`src/hdl/ure_pkg.sv`:
```
`timescale 1ns / 1ps

package ure_pkg;

  typedef enum logic [2:0] {
    PH_IDLE      = 3'd0,
    PH_SETTLE    = 3'd1,
    PH_TRIGGER   = 3'd2,
    PH_WAIT_RISE = 3'd3,
    PH_MEASURE   = 3'd4
  } phase_t;

  typedef enum logic [1:0] {
    ST_OK        = 2'd0,
    ST_NO_RISE   = 2'd1,
    ST_NO_FALL   = 2'd2
  } status_t;

  localparam int CFG_IDX_W = 8;
  localparam logic [CFG_IDX_W-1:0] CFG_CYCLES_PER_US  = 8'd0;
  localparam logic [CFG_IDX_W-1:0] CFG_WAIT_LIMIT     = 8'd1;
  localparam logic [CFG_IDX_W-1:0] CFG_TRIGGER_US     = 8'd2;
  localparam logic [CFG_IDX_W-1:0] CFG_SETTLE_US      = 8'd3;

  localparam logic [7:0]  RST_CYCLES_PER_US  = 8'd72;
  localparam logic [31:0] RST_WAIT_LIMIT     = 32'd2160000;
  localparam logic [7:0]  RST_TRIGGER_US     = 8'd10;
  localparam logic [7:0]  RST_SETTLE_US      = 8'd2;

  localparam logic [31:0] CYCLE_MAX = 32'hFFFF_FFFF;
  localparam logic [15:0] MICRO_MAX = 16'hFFFF;

  // Distance = micro / 58 as a multiply by ceil(2^22 / 58); exact for 16-bit counts.
  localparam int          DIST_SHIFT = 22;
  localparam logic [16:0] DIST_RECIP = 17'd72316;
  localparam logic [10:0] DIST_MAX   = 11'd1023;

  typedef struct packed {
    logic [7:0]  cycles_per_us;
    logic [31:0] wait_limit;
    logic [7:0]  trigger_us;
    logic [7:0]  settle_us;
  } cfg_t;

endpackage

```
`src/hdl/ure_ifs.sv`:
```
`timescale 1ns / 1ps

interface ure_in_if;
  logic valid;
  logic ready;
  logic start_req;
  logic echo_level;
  modport source (output valid, output start_req, output echo_level, input ready);
  modport sink   (input valid, input start_req, input echo_level, output ready);
endinterface

interface ure_out_if;
  logic       valid;
  logic       ready;
  logic       trigger_level;
  logic       busy_res;
  logic       done_res;
  logic [1:0] status;
  logic [9:0] distance_cm;
  modport source (output valid, output trigger_level, output busy_res, output done_res,
                  output status, output distance_cm, input ready);
  modport sink   (input valid, input trigger_level, input busy_res, input done_res,
                  input status, input distance_cm, output ready);
endinterface

interface ure_cfg_if;
  logic        valid;
  logic        ready;
  logic [7:0]  index;
  logic [31:0] data;
  modport source (output valid, output index, output data, input ready);
  modport sink   (input valid, input index, input data, output ready);
endinterface

```
`src/hdl/ure_cfg.sv`:
```
`timescale 1ns / 1ps

module ure_cfg (
  input  logic             clk,
  input  logic             rst_n,
  ure_cfg_if.sink          cfg_ch,
  output ure_pkg::cfg_t    cfg
);

  ure_pkg::cfg_t cfg_r;
  ure_pkg::cfg_t cfg_nxt;

  assign cfg_ch.ready = 1'b1;
  assign cfg = cfg_r;

  always_comb begin
    cfg_nxt = cfg_r;
    if (cfg_ch.valid) begin
      unique case (cfg_ch.index)
        ure_pkg::CFG_CYCLES_PER_US:  cfg_nxt.cycles_per_us  = cfg_ch.data[7:0];
        ure_pkg::CFG_WAIT_LIMIT:     cfg_nxt.wait_limit     = cfg_ch.data;
        ure_pkg::CFG_TRIGGER_US:     cfg_nxt.trigger_us     = cfg_ch.data[7:0];
        ure_pkg::CFG_SETTLE_US:      cfg_nxt.settle_us      = cfg_ch.data[7:0];
        default: ;
      endcase
    end
  end

  always_ff @(posedge clk) begin
    if (!rst_n) begin
      cfg_r.cycles_per_us  <= ure_pkg::RST_CYCLES_PER_US;
      cfg_r.wait_limit     <= ure_pkg::RST_WAIT_LIMIT;
      cfg_r.trigger_us     <= ure_pkg::RST_TRIGGER_US;
      cfg_r.settle_us      <= ure_pkg::RST_SETTLE_US;
    end else begin
      cfg_r <= cfg_nxt;
    end
  end

endmodule

```
`src/hdl/ure_dist.sv`:
```
`timescale 1ns / 1ps

module ure_dist (
  input  logic [15:0] micro,
  output logic [9:0]  distance
);

  logic [32:0] prod;
  logic [10:0] quot;

  assign prod = {17'd0, micro} * {16'd0, ure_pkg::DIST_RECIP};
  assign quot = prod[32:ure_pkg::DIST_SHIFT];
  assign distance = (quot > ure_pkg::DIST_MAX) ? ure_pkg::DIST_MAX[9:0] : quot[9:0];

endmodule

```
`src/hdl/ultrasonic_echo_ranger.sv`:
```
`timescale 1ns / 1ps
// The result for an item is registered and offered in the cycle after the item is taken.
// Throughput: one item per cycle; the measurement state machine advances once per accepted item
// and the output register takes a new item only when empty or while its result is taken.
// Reset (rst_n low, synchronous): idle phase, counters, last distance and status cleared,
// configuration back to the package reset values for clock ratio and timeout, 10 us trigger, 2 us settle.
module ultrasonic_echo_ranger (
  input  logic       clk,
  input  logic       rst_n,
  ure_in_if.sink     in_ch,
  ure_out_if.source  out_ch,
  ure_cfg_if.sink    cfg_ch
);

  ure_pkg::cfg_t   cfg;
  ure_pkg::phase_t phase_r, phase_nxt;
  logic [31:0]     cycle_count_r, cycle_count_nxt;
  logic [7:0]      prescale_r, prescale_nxt;
  logic [15:0]     micro_r, micro_nxt;
  logic [9:0]      last_distance_r, last_distance_nxt;
  ure_pkg::status_t last_status_r, last_status_nxt;

  logic            out_valid_r, out_valid_nxt;
  logic            out_trigger_r, out_busy_r, out_done_r;
  logic            done_nxt;

  logic            in_acc;
  logic [7:0]      div;
  logic [7:0]      pre_inc;
  logic            wrap;
  logic [7:0]      pre_tick;
  logic [15:0]     micro_tick;
  logic [31:0]     cycle_tick;
  logic            timeout_tick;
  logic            timeout_first;
  logic            div_one;
  logic [9:0]      dist_q;

  ure_cfg u_cfg (
    .clk    (clk),
    .rst_n  (rst_n),
    .cfg_ch (cfg_ch),
    .cfg    (cfg)
  );

  ure_dist u_dist (
    .micro    (micro_r),
    .distance (dist_q)
  );

  assign in_ch.ready = !out_valid_r || out_ch.ready;
  assign in_acc      = in_ch.valid && in_ch.ready;

  // One tick of the cycle counter and the microsecond prescaler.
  assign div        = (cfg.cycles_per_us == 8'd0) ? 8'd1 : cfg.cycles_per_us;
  assign div_one    = (div == 8'd1);
  assign pre_inc    = prescale_r + 8'd1;
  assign wrap       = (pre_inc >= div);
  assign pre_tick   = wrap ? 8'd0 : pre_inc;
  assign micro_tick = (wrap && micro_r != ure_pkg::MICRO_MAX) ? micro_r + 16'd1 : micro_r;
  assign cycle_tick = (cycle_count_r != ure_pkg::CYCLE_MAX) ? cycle_count_r + 32'd1
                                                             : cycle_count_r;

  // The saturated count exceeds the limit exactly when the old count already reached it,
  // unless the limit is all ones.
  assign timeout_tick  = (cycle_count_r >= cfg.wait_limit) &&
                         (cfg.wait_limit != ure_pkg::CYCLE_MAX);
  assign timeout_first = (cfg.wait_limit == 32'd0);

  // Next state and counters.
  always_comb begin
    phase_nxt         = phase_r;
    cycle_count_nxt   = cycle_count_r;
    prescale_nxt      = prescale_r;
    micro_nxt         = micro_r;
    last_distance_nxt = last_distance_r;
    last_status_nxt   = last_status_r;
    unique case (phase_r) inside
      ure_pkg::PH_IDLE: begin
        if (in_ch.start_req) begin
          phase_nxt       = ure_pkg::PH_SETTLE;
          cycle_count_nxt = 32'd0;
          prescale_nxt    = 8'd0;
          micro_nxt       = 16'd0;
        end
      end
      ure_pkg::PH_SETTLE, ure_pkg::PH_TRIGGER: begin
        cycle_count_nxt = cycle_tick;
        prescale_nxt    = pre_tick;
        micro_nxt       = micro_tick;
        if (micro_tick >= {8'd0, (phase_r == ure_pkg::PH_SETTLE) ? cfg.settle_us
                                                                   : cfg.trigger_us}) begin
          phase_nxt       = (phase_r == ure_pkg::PH_SETTLE) ? ure_pkg::PH_TRIGGER
                                                             : ure_pkg::PH_WAIT_RISE;
          cycle_count_nxt = 32'd0;
          prescale_nxt    = 8'd0;
          micro_nxt       = 16'd0;
        end
      end
      ure_pkg::PH_WAIT_RISE: begin
        if (in_ch.echo_level) begin
          // The rise tick is the first high cycle, counted from cleared counters.
          phase_nxt       = ure_pkg::PH_MEASURE;
          cycle_count_nxt = 32'd1;
          prescale_nxt    = div_one ? 8'd0 : 8'd1;
          micro_nxt       = div_one ? 16'd1 : 16'd0;
          if (timeout_first) begin
            phase_nxt       = ure_pkg::PH_IDLE;
            last_status_nxt = ure_pkg::ST_NO_FALL;
          end
        end else begin
          cycle_count_nxt = cycle_tick;
          prescale_nxt    = pre_tick;
          micro_nxt       = micro_tick;
          if (timeout_tick) begin
            phase_nxt       = ure_pkg::PH_IDLE;
            last_status_nxt = ure_pkg::ST_NO_RISE;
          end
        end
      end
      ure_pkg::PH_MEASURE: begin
        if (!in_ch.echo_level) begin
          phase_nxt         = ure_pkg::PH_IDLE;
          last_distance_nxt = dist_q;
          last_status_nxt   = ure_pkg::ST_OK;
        end else begin
          cycle_count_nxt = cycle_tick;
          prescale_nxt    = pre_tick;
          micro_nxt       = micro_tick;
          if (timeout_tick) begin
            phase_nxt       = ure_pkg::PH_IDLE;
            last_status_nxt = ure_pkg::ST_NO_FALL;
          end
        end
      end
      default: phase_nxt = ure_pkg::PH_IDLE;
    endcase
  end

  // Result flags for this item.
  always_comb begin
    unique case (phase_r)
      ure_pkg::PH_WAIT_RISE: done_nxt = in_ch.echo_level ? timeout_first : timeout_tick;
      ure_pkg::PH_MEASURE:   done_nxt = !in_ch.echo_level || timeout_tick;
      default:               done_nxt = 1'b0;
    endcase
  end

  assign out_valid_nxt = in_acc || (out_valid_r && !out_ch.ready);

  always_ff @(posedge clk) begin
    if (!rst_n) begin
      phase_r         <= ure_pkg::PH_IDLE;
      cycle_count_r   <= 32'd0;
      prescale_r      <= 8'd0;
      micro_r         <= 16'd0;
      last_distance_r <= 10'd0;
      last_status_r   <= ure_pkg::ST_OK;
      out_valid_r     <= 1'b0;
    end else begin
      out_valid_r <= out_valid_nxt;
      if (in_acc) begin
        phase_r         <= phase_nxt;
        cycle_count_r   <= cycle_count_nxt;
        prescale_r      <= prescale_nxt;
        micro_r         <= micro_nxt;
        last_distance_r <= last_distance_nxt;
        last_status_r   <= last_status_nxt;
      end
    end
  end

  always_ff @(posedge clk) begin
    if (in_acc) begin
      out_trigger_r <= (phase_nxt == ure_pkg::PH_TRIGGER);
      out_busy_r    <= (phase_nxt != ure_pkg::PH_IDLE);
      out_done_r    <= done_nxt;
    end
  end

  assign out_ch.valid         = out_valid_r;
  assign out_ch.trigger_level = out_trigger_r;
  assign out_ch.busy_res      = out_busy_r;
  assign out_ch.done_res      = out_done_r;
  assign out_ch.status        = last_status_r;
  assign out_ch.distance_cm   = last_distance_r;

  a_ready_when_empty: assert property (@(posedge clk) disable iff (!rst_n)
    !out_valid_r |-> in_ch.ready) else $error("input stalled with empty output register");

  a_done_not_busy: assert property (@(posedge clk) disable iff (!rst_n)
    out_valid_r && out_done_r |-> !out_busy_r) else $error("done reported while busy");

  a_trigger_busy: assert property (@(posedge clk) disable iff (!rst_n)
    out_valid_r && out_trigger_r |-> out_busy_r) else $error("trigger high while idle");

  a_idle_holds: assert property (@(posedge clk) disable iff (!rst_n)
    in_acc && phase_r == ure_pkg::PH_IDLE && !in_ch.start_req |=> phase_r == ure_pkg::PH_IDLE)
    else $error("left idle without a start request");

  a_done_ends: assert property (@(posedge clk) disable iff (!rst_n)
    in_acc && done_nxt |=> phase_r == ure_pkg::PH_IDLE)
    else $error("measurement ended without returning to idle");

endmodule
```
`src/flat_wrapper.sv`:
```
// flat-port wrapper written by rule: the top's interface ports become plain ports
module ultrasonic_echo_ranger_flat 
  (clk, rst_n, in_ch_valid, in_ch_start_req, in_ch_echo_level, in_ch_ready, out_ch_valid, out_ch_trigger_level, out_ch_busy_res, out_ch_done_res, out_ch_status, out_ch_distance_cm, out_ch_ready, cfg_ch_valid, cfg_ch_index, cfg_ch_data, cfg_ch_ready);
  ure_in_if in_ch_i ();
  ure_out_if out_ch_i ();
  ure_cfg_if cfg_ch_i ();
  input  logic clk;
  input  logic rst_n;
  input wire logic [$bits(in_ch_i.valid)-1:0] in_ch_valid;
  input wire logic [$bits(in_ch_i.start_req)-1:0] in_ch_start_req;
  input wire logic [$bits(in_ch_i.echo_level)-1:0] in_ch_echo_level;
  output wire logic [$bits(in_ch_i.ready)-1:0] in_ch_ready;
  output wire logic [$bits(out_ch_i.valid)-1:0] out_ch_valid;
  output wire logic [$bits(out_ch_i.trigger_level)-1:0] out_ch_trigger_level;
  output wire logic [$bits(out_ch_i.busy_res)-1:0] out_ch_busy_res;
  output wire logic [$bits(out_ch_i.done_res)-1:0] out_ch_done_res;
  output wire logic [$bits(out_ch_i.status)-1:0] out_ch_status;
  output wire logic [$bits(out_ch_i.distance_cm)-1:0] out_ch_distance_cm;
  input wire logic [$bits(out_ch_i.ready)-1:0] out_ch_ready;
  input wire logic [$bits(cfg_ch_i.valid)-1:0] cfg_ch_valid;
  input wire logic [$bits(cfg_ch_i.index)-1:0] cfg_ch_index;
  input wire logic [$bits(cfg_ch_i.data)-1:0] cfg_ch_data;
  output wire logic [$bits(cfg_ch_i.ready)-1:0] cfg_ch_ready;
  assign in_ch_i.valid = in_ch_valid;
  assign in_ch_i.start_req = in_ch_start_req;
  assign in_ch_i.echo_level = in_ch_echo_level;
  assign in_ch_ready = in_ch_i.ready;
  assign out_ch_valid = out_ch_i.valid;
  assign out_ch_trigger_level = out_ch_i.trigger_level;
  assign out_ch_busy_res = out_ch_i.busy_res;
  assign out_ch_done_res = out_ch_i.done_res;
  assign out_ch_status = out_ch_i.status;
  assign out_ch_distance_cm = out_ch_i.distance_cm;
  assign out_ch_i.ready = out_ch_ready;
  assign cfg_ch_i.valid = cfg_ch_valid;
  assign cfg_ch_i.index = cfg_ch_index;
  assign cfg_ch_i.data = cfg_ch_data;
  assign cfg_ch_ready = cfg_ch_i.ready;
  ultrasonic_echo_ranger u_core (.clk(clk), .rst_n(rst_n), .in_ch(in_ch_i), .out_ch(out_ch_i), .cfg_ch(cfg_ch_i));
endmodule
```
`config.mk`:
```
export PLATFORM = sky130hd
export DESIGN_NAME = ultrasonic_echo_ranger_flat
export DESIGN_NICKNAME = d
export VERILOG_FILES = /design/src/hdl/ure_pkg.sv /design/src/hdl/ure_ifs.sv /design/src/hdl/ure_cfg.sv /design/src/hdl/ure_dist.sv /design/src/hdl/ultrasonic_echo_ranger.sv /design/src/flat_wrapper.sv
export SDC_FILE = /design/constraint.sdc
export NUM_CORES = 1
export LEC_CHECK = 0
export ABC_AREA = 0
export BUFFER_PORTS_ARGS = -buffer_cell sky130_fd_sc_hd__buf_2
export CORE_ASPECT_RATIO = 1.1
export CORE_MARGIN = 10
export CORE_UTILIZATION = 35
export DETAILED_ROUTE_END_ITERATION = 6
export PLACE_DENSITY_LB_ADDON = 0.25
export SYNTH_ARGS = -nofsm -noshare
export SYNTH_HDL_FRONTEND = slang
export SYNTH_HIERARCHICAL = 1
export SYNTH_SLANG_ARGS = --single-unit
export TNS_END_PERCENT = 20
```
`constraint.sdc`:
```
create_clock -name clk -period 7.9 [get_ports clk]
set_clock_uncertainty 0.1 [all_clocks]
set_input_delay 1.185 -clock clk [delete_from_list [all_inputs] [get_ports clk]]
set_output_delay 1.185 -clock clk [all_outputs]
set_load 0.05 [all_outputs]
```
# After elaboration in Yosys (flattened, before gate mapping)
# Index checks and enable logic that the tools add are counted.
[word_totals]
ff_bits = 131
inputBits = 47
out_inout_bits = 18
wordCells = 104
[op_classes]
n_addsub = 3
n_mul = 1
n_lt_le_gt_ge = 4
eq_ne = 17
mux = 39
bitwise = 1
n_reduce_logical = 25
[op_table]
columns = ["operator", "count"]
rows = [
  ["2-to-1 mux 32 bit", 5],
  ["case mux 32 bit (4 select lines)", 1],
  ["2-to-1 mux 16 bit", 5],
  ["inequality test 32 bit (second input constant)", 2],
  ["case mux 16 bit (4 select lines)", 1],
  ["2-to-1 mux 8 bit", 7],
  ["adder 32 x 1 -> 32 bit (second input constant)", 1],
  [">= comparator 32 bit", 1],
  ["zero test 32 bit", 1],
  ["case mux 8 bit (4 select lines)", 1],
  ["multiplier 16 x 15 -> 31 bit (second input constant)", 1],
  ["2-to-1 mux 3 bit", 6],
  ["adder 16 x 1 -> 16 bit (second input constant)", 1],
  ["== test 8 x 1 -> 1 bit (second input constant)", 2],
  ["== test 8 x 2 -> 1 bit (second input constant)", 2],
  [">= comparator 16 x 8 -> 1 bit", 1],
  ["zero test 8 bit", 2],
  ["inequality test 16 bit (second input constant)", 1],
  ["case mux 3 bit (4 select lines)", 1],
  ["greater-than comparator 11 x 10 -> 1 bit (second input constant)", 1],
  ["2-to-1 mux 10 bit", 1],
  ["2-to-1 mux 2 bit", 5],
  ["== test 3 x 2 -> 1 bit (second input constant)", 3],
  ["inequality test 3 x 2 -> 1 bit (second input constant)", 3],
  ["other kinds (21)", 35],
]

# Longest topological paths before layout
[depth]
depth_word = 9
depth_mapped = 25
ltp_nobuf = 23

# Cells and area by module
# Netlist, hierarchy kept.
[by_module_without_submodules]
columns = ["module", "n_inst", "cells_each", "area_each_um2", "seq_area_each_um2"]
rows = [
  ["ultrasonic_echo_ranger", 1, 737, 5507.8, 1531.5],
  ["ure_dist", 1, 512, 4747.1, 0.0],
  ["ure_cfg", 1, 227, 2277.2, 1121.1],
]

# Least setup slack after synthesis
# OpenSTA, ideal clock, no wires.
[synth_timing]
path_kind = "flip-flop to flip-flop"
startpoint = "reg u_core.micro_r[12]"
endpoint = "reg u_core.last_distance_r[5] (netlist: u_core/out_ch.distance_cm[5])"
setup_time_ns = 0.070
arrival_time_ns = 5.376
required_time_ns = 7.730
setup_slack_ns = 2.354
stages_incl_launch_ff = 22
n_path_buf = 1
synth_period_minus_slack_ns = 5.546
cell_sequence = "dfxtp_1 fa_1 inv_1 fa_1 inv_1 fa_1 fa_1 fa_1 inv_1 fa_1 inv_1 ha_1 nand3_1 nor3_4 and4_1 a32oi_2 a211o_1 o211a_1 buf_6 o21ai_1 nand2_1 a21oi_1"
[synth_between]
elab_chain_len = 3
[synth_lines]
columns = ["element", "line_no", "text"]
rows = [
  ["from (decl)", "ultrasonic_echo_ranger.sv:19", "logic [15:0] micro_r, micro_nxt;"],
  ["from (signal assigned)", "ultrasonic_echo_ranger.sv:166", "micro_r <= micro_nxt;"],
  ["multiplier 16 x 15 -> 31 bit (*)", "ure_dist.sv:11", "assign prod = {17'd0, micro} * {16'd0, ure_pkg::DIST_RECIP};"],
  ["greater-than comparator 11 x 10 -> 1 bit", "ure_dist.sv:13", "assign distance = (quot > ure_pkg::DIST_MAX) ? ure_pkg::DIST_MAX[9:0] : quot[9:0];"],
  ["2-to-1 mux 10 bit (*)", "ure_dist.sv:13", ""],
  ["net u_core.dist_q[5]", "ultrasonic_echo_ranger.sv:37", "logic [9:0] dist_q;"],
  ["to (signal assigned)", "ultrasonic_echo_ranger.sv:167", "last_distance_r <= last_distance_nxt;"],
  ["to (decl)", "ultrasonic_echo_ranger.sv:20", "logic [9:0] last_distance_r, last_distance_nxt;"],
]
# The timed path passes the listed nets; every way through them passes the cells marked *.
# A chain may end at the register's enable or synchronous reset.

# Worst setup path in the final report
[layout_timing]
startpoint = "reg u_core.prescale_r[0]"
endpoint = "reg u_core.cycle_count_r[9]"
[layout_between]
elab_chain_len = 7
[layout_lines]
columns = ["element", "line_no", "text"]
rows = [
  ["from (decl)", "ultrasonic_echo_ranger.sv:18", "logic [7:0] prescale_r, prescale_nxt;"],
  ["from (signal assigned)", "ultrasonic_echo_ranger.sv:165", "prescale_r <= prescale_nxt;"],
  ["adder 8 x 1 -> 8 bit", "ultrasonic_echo_ranger.sv:57", "assign pre_inc = prescale_r + 8'd1;"],
  [">= comparator 8 bit", "ultrasonic_echo_ranger.sv:58", "assign wrap = (pre_inc >= div);"],
  ["logical AND 1 bit", "ultrasonic_echo_ranger.sv:60", "assign micro_tick = (wrap && micro_r != ure_pkg::MICRO_MAX) ? micro_r + 16'd1 : micro_r;"],
  ["2-to-1 mux 16 bit", "ultrasonic_echo_ranger.sv:60", ""],
  [">= comparator 16 x 8 -> 1 bit", "ultrasonic_echo_ranger.sv:91", "if (micro_tick >= {8'd0, (phase_r == ure_pkg::PH_SETTLE) ? cfg.settle_us"],
  ["2-to-1 mux 32 bit", "ultrasonic_echo_ranger.sv:91", ""],
  ["case mux 32 bit (4 select lines)", "ultrasonic_echo_ranger.sv:78", "unique case (phase_r) inside"],
  ["to (signal assigned)", "ultrasonic_echo_ranger.sv:164", "cycle_count_r <= cycle_count_nxt;"],
  ["to (decl)", "ultrasonic_echo_ranger.sv:17", "logic [31:0] cycle_count_r, cycle_count_nxt;"],
]
# No other way between the ends.

==> metrics.md <==
| Metric | Value |
|---|---|
| Status | finished clean |
| Die ar. | 43,800 sq um |
| Initial DRC count | 422 |
| Tot Pwr | 1.59 mW |
| Post-CTS Setup Inserts | 0 |
| Global-route wire length before repair | 52.5 mm |
| Clock power frac | 0.531 |
| CP peak stage delay | 740 ps |
| Wirelength, routed | 31.9 mm |
| Static Leak | 6.98 nW |
| Fmax | 148 MHz |
| Cell internal pwr | 1.21 mW |
| Gate power share | 0.048 |
| Initial Util | 0.356 |
| Final Critical Period | 6760 ps |
| Layout area overhead | 10.7% |
| Clock Tree Buf Depth | 2 |
| Die H | 218 microns |
| Clk_lat worst skew | 450 ps |
| Max Cap Viol | 0 |
| Register area | 2650 sq um |
| Share of cells above drive strength 1 | 0.0831 |
| Post-synth top area share | 0.204 |
| Pwr dens | 115 nW/um^2 |
| Area of the multi-input gates | 8830 sq um |
| Most frequent cell after synthesis | inv_1 |
| Reg power frac | 0.420 |
| Core Area | 35,200 sq um |
| Post-synth net total | 1,777 |
| Post-route ant nets | 0 |
| Io pins | 65 |
| Switching pwr | 0.375 mW |
| TritonCTS clock tree | built |
| Synth top cells by count | inv_1, nand2_1, ha_1 |
| Peak VDD IR | 0.000148 V |
| CP Class | reg2reg |
| Vias in the first global route | 10.2k |
| Crit path DAT | 7020 ps |
| Row Count | 72 |
| RSZ-0062 raised after global routing | false |
| Crit-path cells | and3_1 > nand3_1 > and2_1 > or2_2 > ha_1 > nand3_1 > a211oi_1 > nor2_1 > nor2_1 > buf_4 > nand4_1 > xnor2_1 > ha_1 > a21o_1 > a211oi_1 > o21ai_0 > o211a_1 > a311o_1 > nor4_4 > o21ai_2 > a21oi_4 > buf_4 > or2b_1 > a31oi_1 |
| Die Wd | 200 microns |
| Worst setup EP type | flop |
| Crit path max fanout | 62 |
| Sw Ratio | 0.236 |
| Yosys cell types | 78 |
| Syn. warnings | 6 |
| Global-route usage over all layers | 0.146 |
| Post-cts resize count | 0 |
| Number of standard cells after synthesis | 1,476 |
| Largest net degree at the start of global routing | 63 |
| Synth top area cells | dfxtp_1, ha_1, fa_1, inv_1, nand2_1 |
| Clk root buf | clkbuf_16 |
| Overflow after GRT | 0 |
| Total negative slack | 0 ps |
| EDFF count, synth | 3 |
| Final Cycle Share | 0.856 |
| Hold buffers post-CTS | 0 |
| Vias per cell | 5.04 |
| Post-synthesis area per instance | 8.49 sq um |
| Fin. Hold Viols | 0 |
| Max Slew Vio Count | 0 |
| Required @ worst endpoint | 8160 ps |
| Final HPWL DP | 25.1 mm |
| Initial antenna violation count | 0 |
| Sequential cell area fraction in the yosys report | 0.212 |
| Reg clk slew, reported paths | 60 ps |
| Drc violations | 0 |
| Hold/Removal Path Class | reg2reg |
| NumNets Final | 1,817 |
| Pin slew with the least headroom to its limit | 1240 ps |
| Post-synth top area cell | dfxtp_1 |
| Setup violations, final | 0 |
| Worst Setup Start Kind | flop |
| Crit-path slowest cell | a211oi_1 |
| Filler cells | 3,629 |
| First-pass DRT Iterations | 5 |
| GP Congestion | 0.864 |
| Routed vias | 10.1k |
| DR WL/cell | 15.9 microns |
| N_diodes | 0 |
| Cts bufs inserted | 17 |
| Buffers on Ports | 63 |
| Clk sinks | 131 |
| Slew margin rel. | 0.173 |
| Asr flop ratio synth | 0 |
| Area of the mapped netlist | 12,500 sq um |
| H-tree depth | 4 |
| Yosys reg bits | 131 |
| Primary FF master, synth | dfxtp_1 |
==> critical path, delay by kind of cell, from the launching register on <==
| kind | cells | cell delay [ps] |
|---|---|---|
| buf+inv | 2 | 710 |
| xor+xnor | 1 | 230 |
| flops | 1 | 390 |
| compound gates | 9 | 2260 |
| fa+ha+maj | 2 | 600 |
| simple gates | 10 | 2350 |
==> area by class of cell <==
| cell class | instances | share of cell area |
|---|---|---|
| clock buffer | 21 | 0.0340 |
| timing repair buffer | 74 | 0.0287 |
| multi-input combinational | 1089 | 0.637 |
| sequential | 131 | 0.191 |
| inverter | 203 | 0.0549 |
| clock inverter | 11 | 0.0108 |
| tap | 481 | 0.0434 |
==> kinds of logic (layout without fill, tap and decap cells) <==
group / count (synthesis) / count (layout) / share of synthesized area
AND/OR/NAND/NOR: 465 / 465 / 0.185
AO/OA/AOI/OAI: 263 / 263 / 0.134
buffers and inverters: 256 / 309 / 0.0835
adder cells (fa/ha/maj): 254 / 254 / 0.303
flip-flops: 131 / 131 / 0.212
multiplexers: 72 / 72 / 0.0577
XOR/XNOR: 34 / 34 / 0.0238
other: 1 / 1 / 0.000299
==> power groups by stage <==
stage               logic (mW)  registers (mW)  clock network, mW
floorplan               0.0476           0.686                  0
global placement        0.0770           0.683                  0
detailed placement      0.0775           0.683                  0
CTS                     0.0779           0.668              0.871
global route            0.0853           0.668              0.894
finish                  0.0769           0.668              0.844
==> metrics by stage <==
stage	setup slack, ps	hold slack (ps)	instances	util	cell area, sq um
finish	1140	352	2010	0.394	13900
detailed placement	1280	345	1978	0.376	13200
CTS	1220	354	2010	0.394	13900
floorplan	2350	330	1476	-	12500
global route	637	370	2010	0.394	13900
global placement	1400	340	1978	0.376	13200
==> routing by layer <==
metal | GRT usage | vias to the layer above | wire, microns
met5 | 0 | - | 0
met4 | 0.0482 | 0 | 624
met3 | 0.0280 | 37 | 873
met2 | 0.249 | 159 | 15400
met1 | 0.183 | 4791 | 15100
li1 | - | 5146 | -
==> worst paths after layout <==
check | depth (start not counted) | to | slack (ps) | startpoint
setup / recovery | 24 | u_core/cycle_count_r[9]$_SDFFE_PN0P_ | 1140 | u_core/prescale_r[0]$_SDFFE_PN0P_
hold / removal | 2 | u_core/out_ch.distance_cm[3]$_SDFFE_PN0P_ | 350 | u_core/out_ch.distance_cm[3]$_SDFFE_PN0P_
setup reg to reg | 24 | u_core/cycle_count_r[9]$_SDFFE_PN0P_ | 1140 | u_core/prescale_r[0]$_SDFFE_PN0P_
hold reg to reg | 2 | u_core/out_ch.distance_cm[3]$_SDFFE_PN0P_ | 350 | u_core/out_ch.distance_cm[3]$_SDFFE_PN0P_
==> state kept, by name, summed over array words and instances, names as in the netlist <==
signal                       flops
u_core/u_cfg/cfg                56
u_core/cycle_count_r            32
u_core/micro_r                  16
u_core/out_ch.distance_cm       10
u_core/prescale_r                8
u_core/phase_r                   3
u_core/out_ch.status             2
u_core/out_ch.busy_res           1
u_core/out_ch.done_res           1
u_core/out_ch.trigger_level      1
u_core/out_ch.valid              1
==> placed cells by master, fill, tap and decap left out, types with 4 or more instances in the layout <==
cell / netlist / layout
a211oi_1: 6 / 6
a21o_1: 25 / 25
a21oi_1: 77 / 77
a22oi_1: 7 / 7
a31oi_1: 33 / 33
a32oi_1: 5 / 5
and2_1: 10 / 10
and3_1: 10 / 10
buf_2: 5 / 63
buf_4: 1 / 11
clkbuf_16: 0 / 18
dfxtp_1: 128 / 128
fa_1: 83 / 83
ha_1: 171 / 171
inv_1: 203 / 203
mux2i_1: 70 / 70
nand2_1: 191 / 191
nand2b_1: 13 / 13
nand3_1: 40 / 40
nand3b_1: 5 / 5
nand4_1: 30 / 30
nor2_1: 63 / 63
nor2b_1: 38 / 38
nor3_1: 16 / 16
nor4_1: 19 / 19
o2111ai_1: 4 / 4
o211ai_1: 6 / 6
o21a_1: 7 / 7
o21ai_0: 47 / 47
o21ai_1: 5 / 5
o21ai_2: 4 / 4
or3_1: 5 / 5
xnor2_1: 18 / 18
xor2_1: 16 / 16
Note: power is estimated with default switching activity, not from simulation.
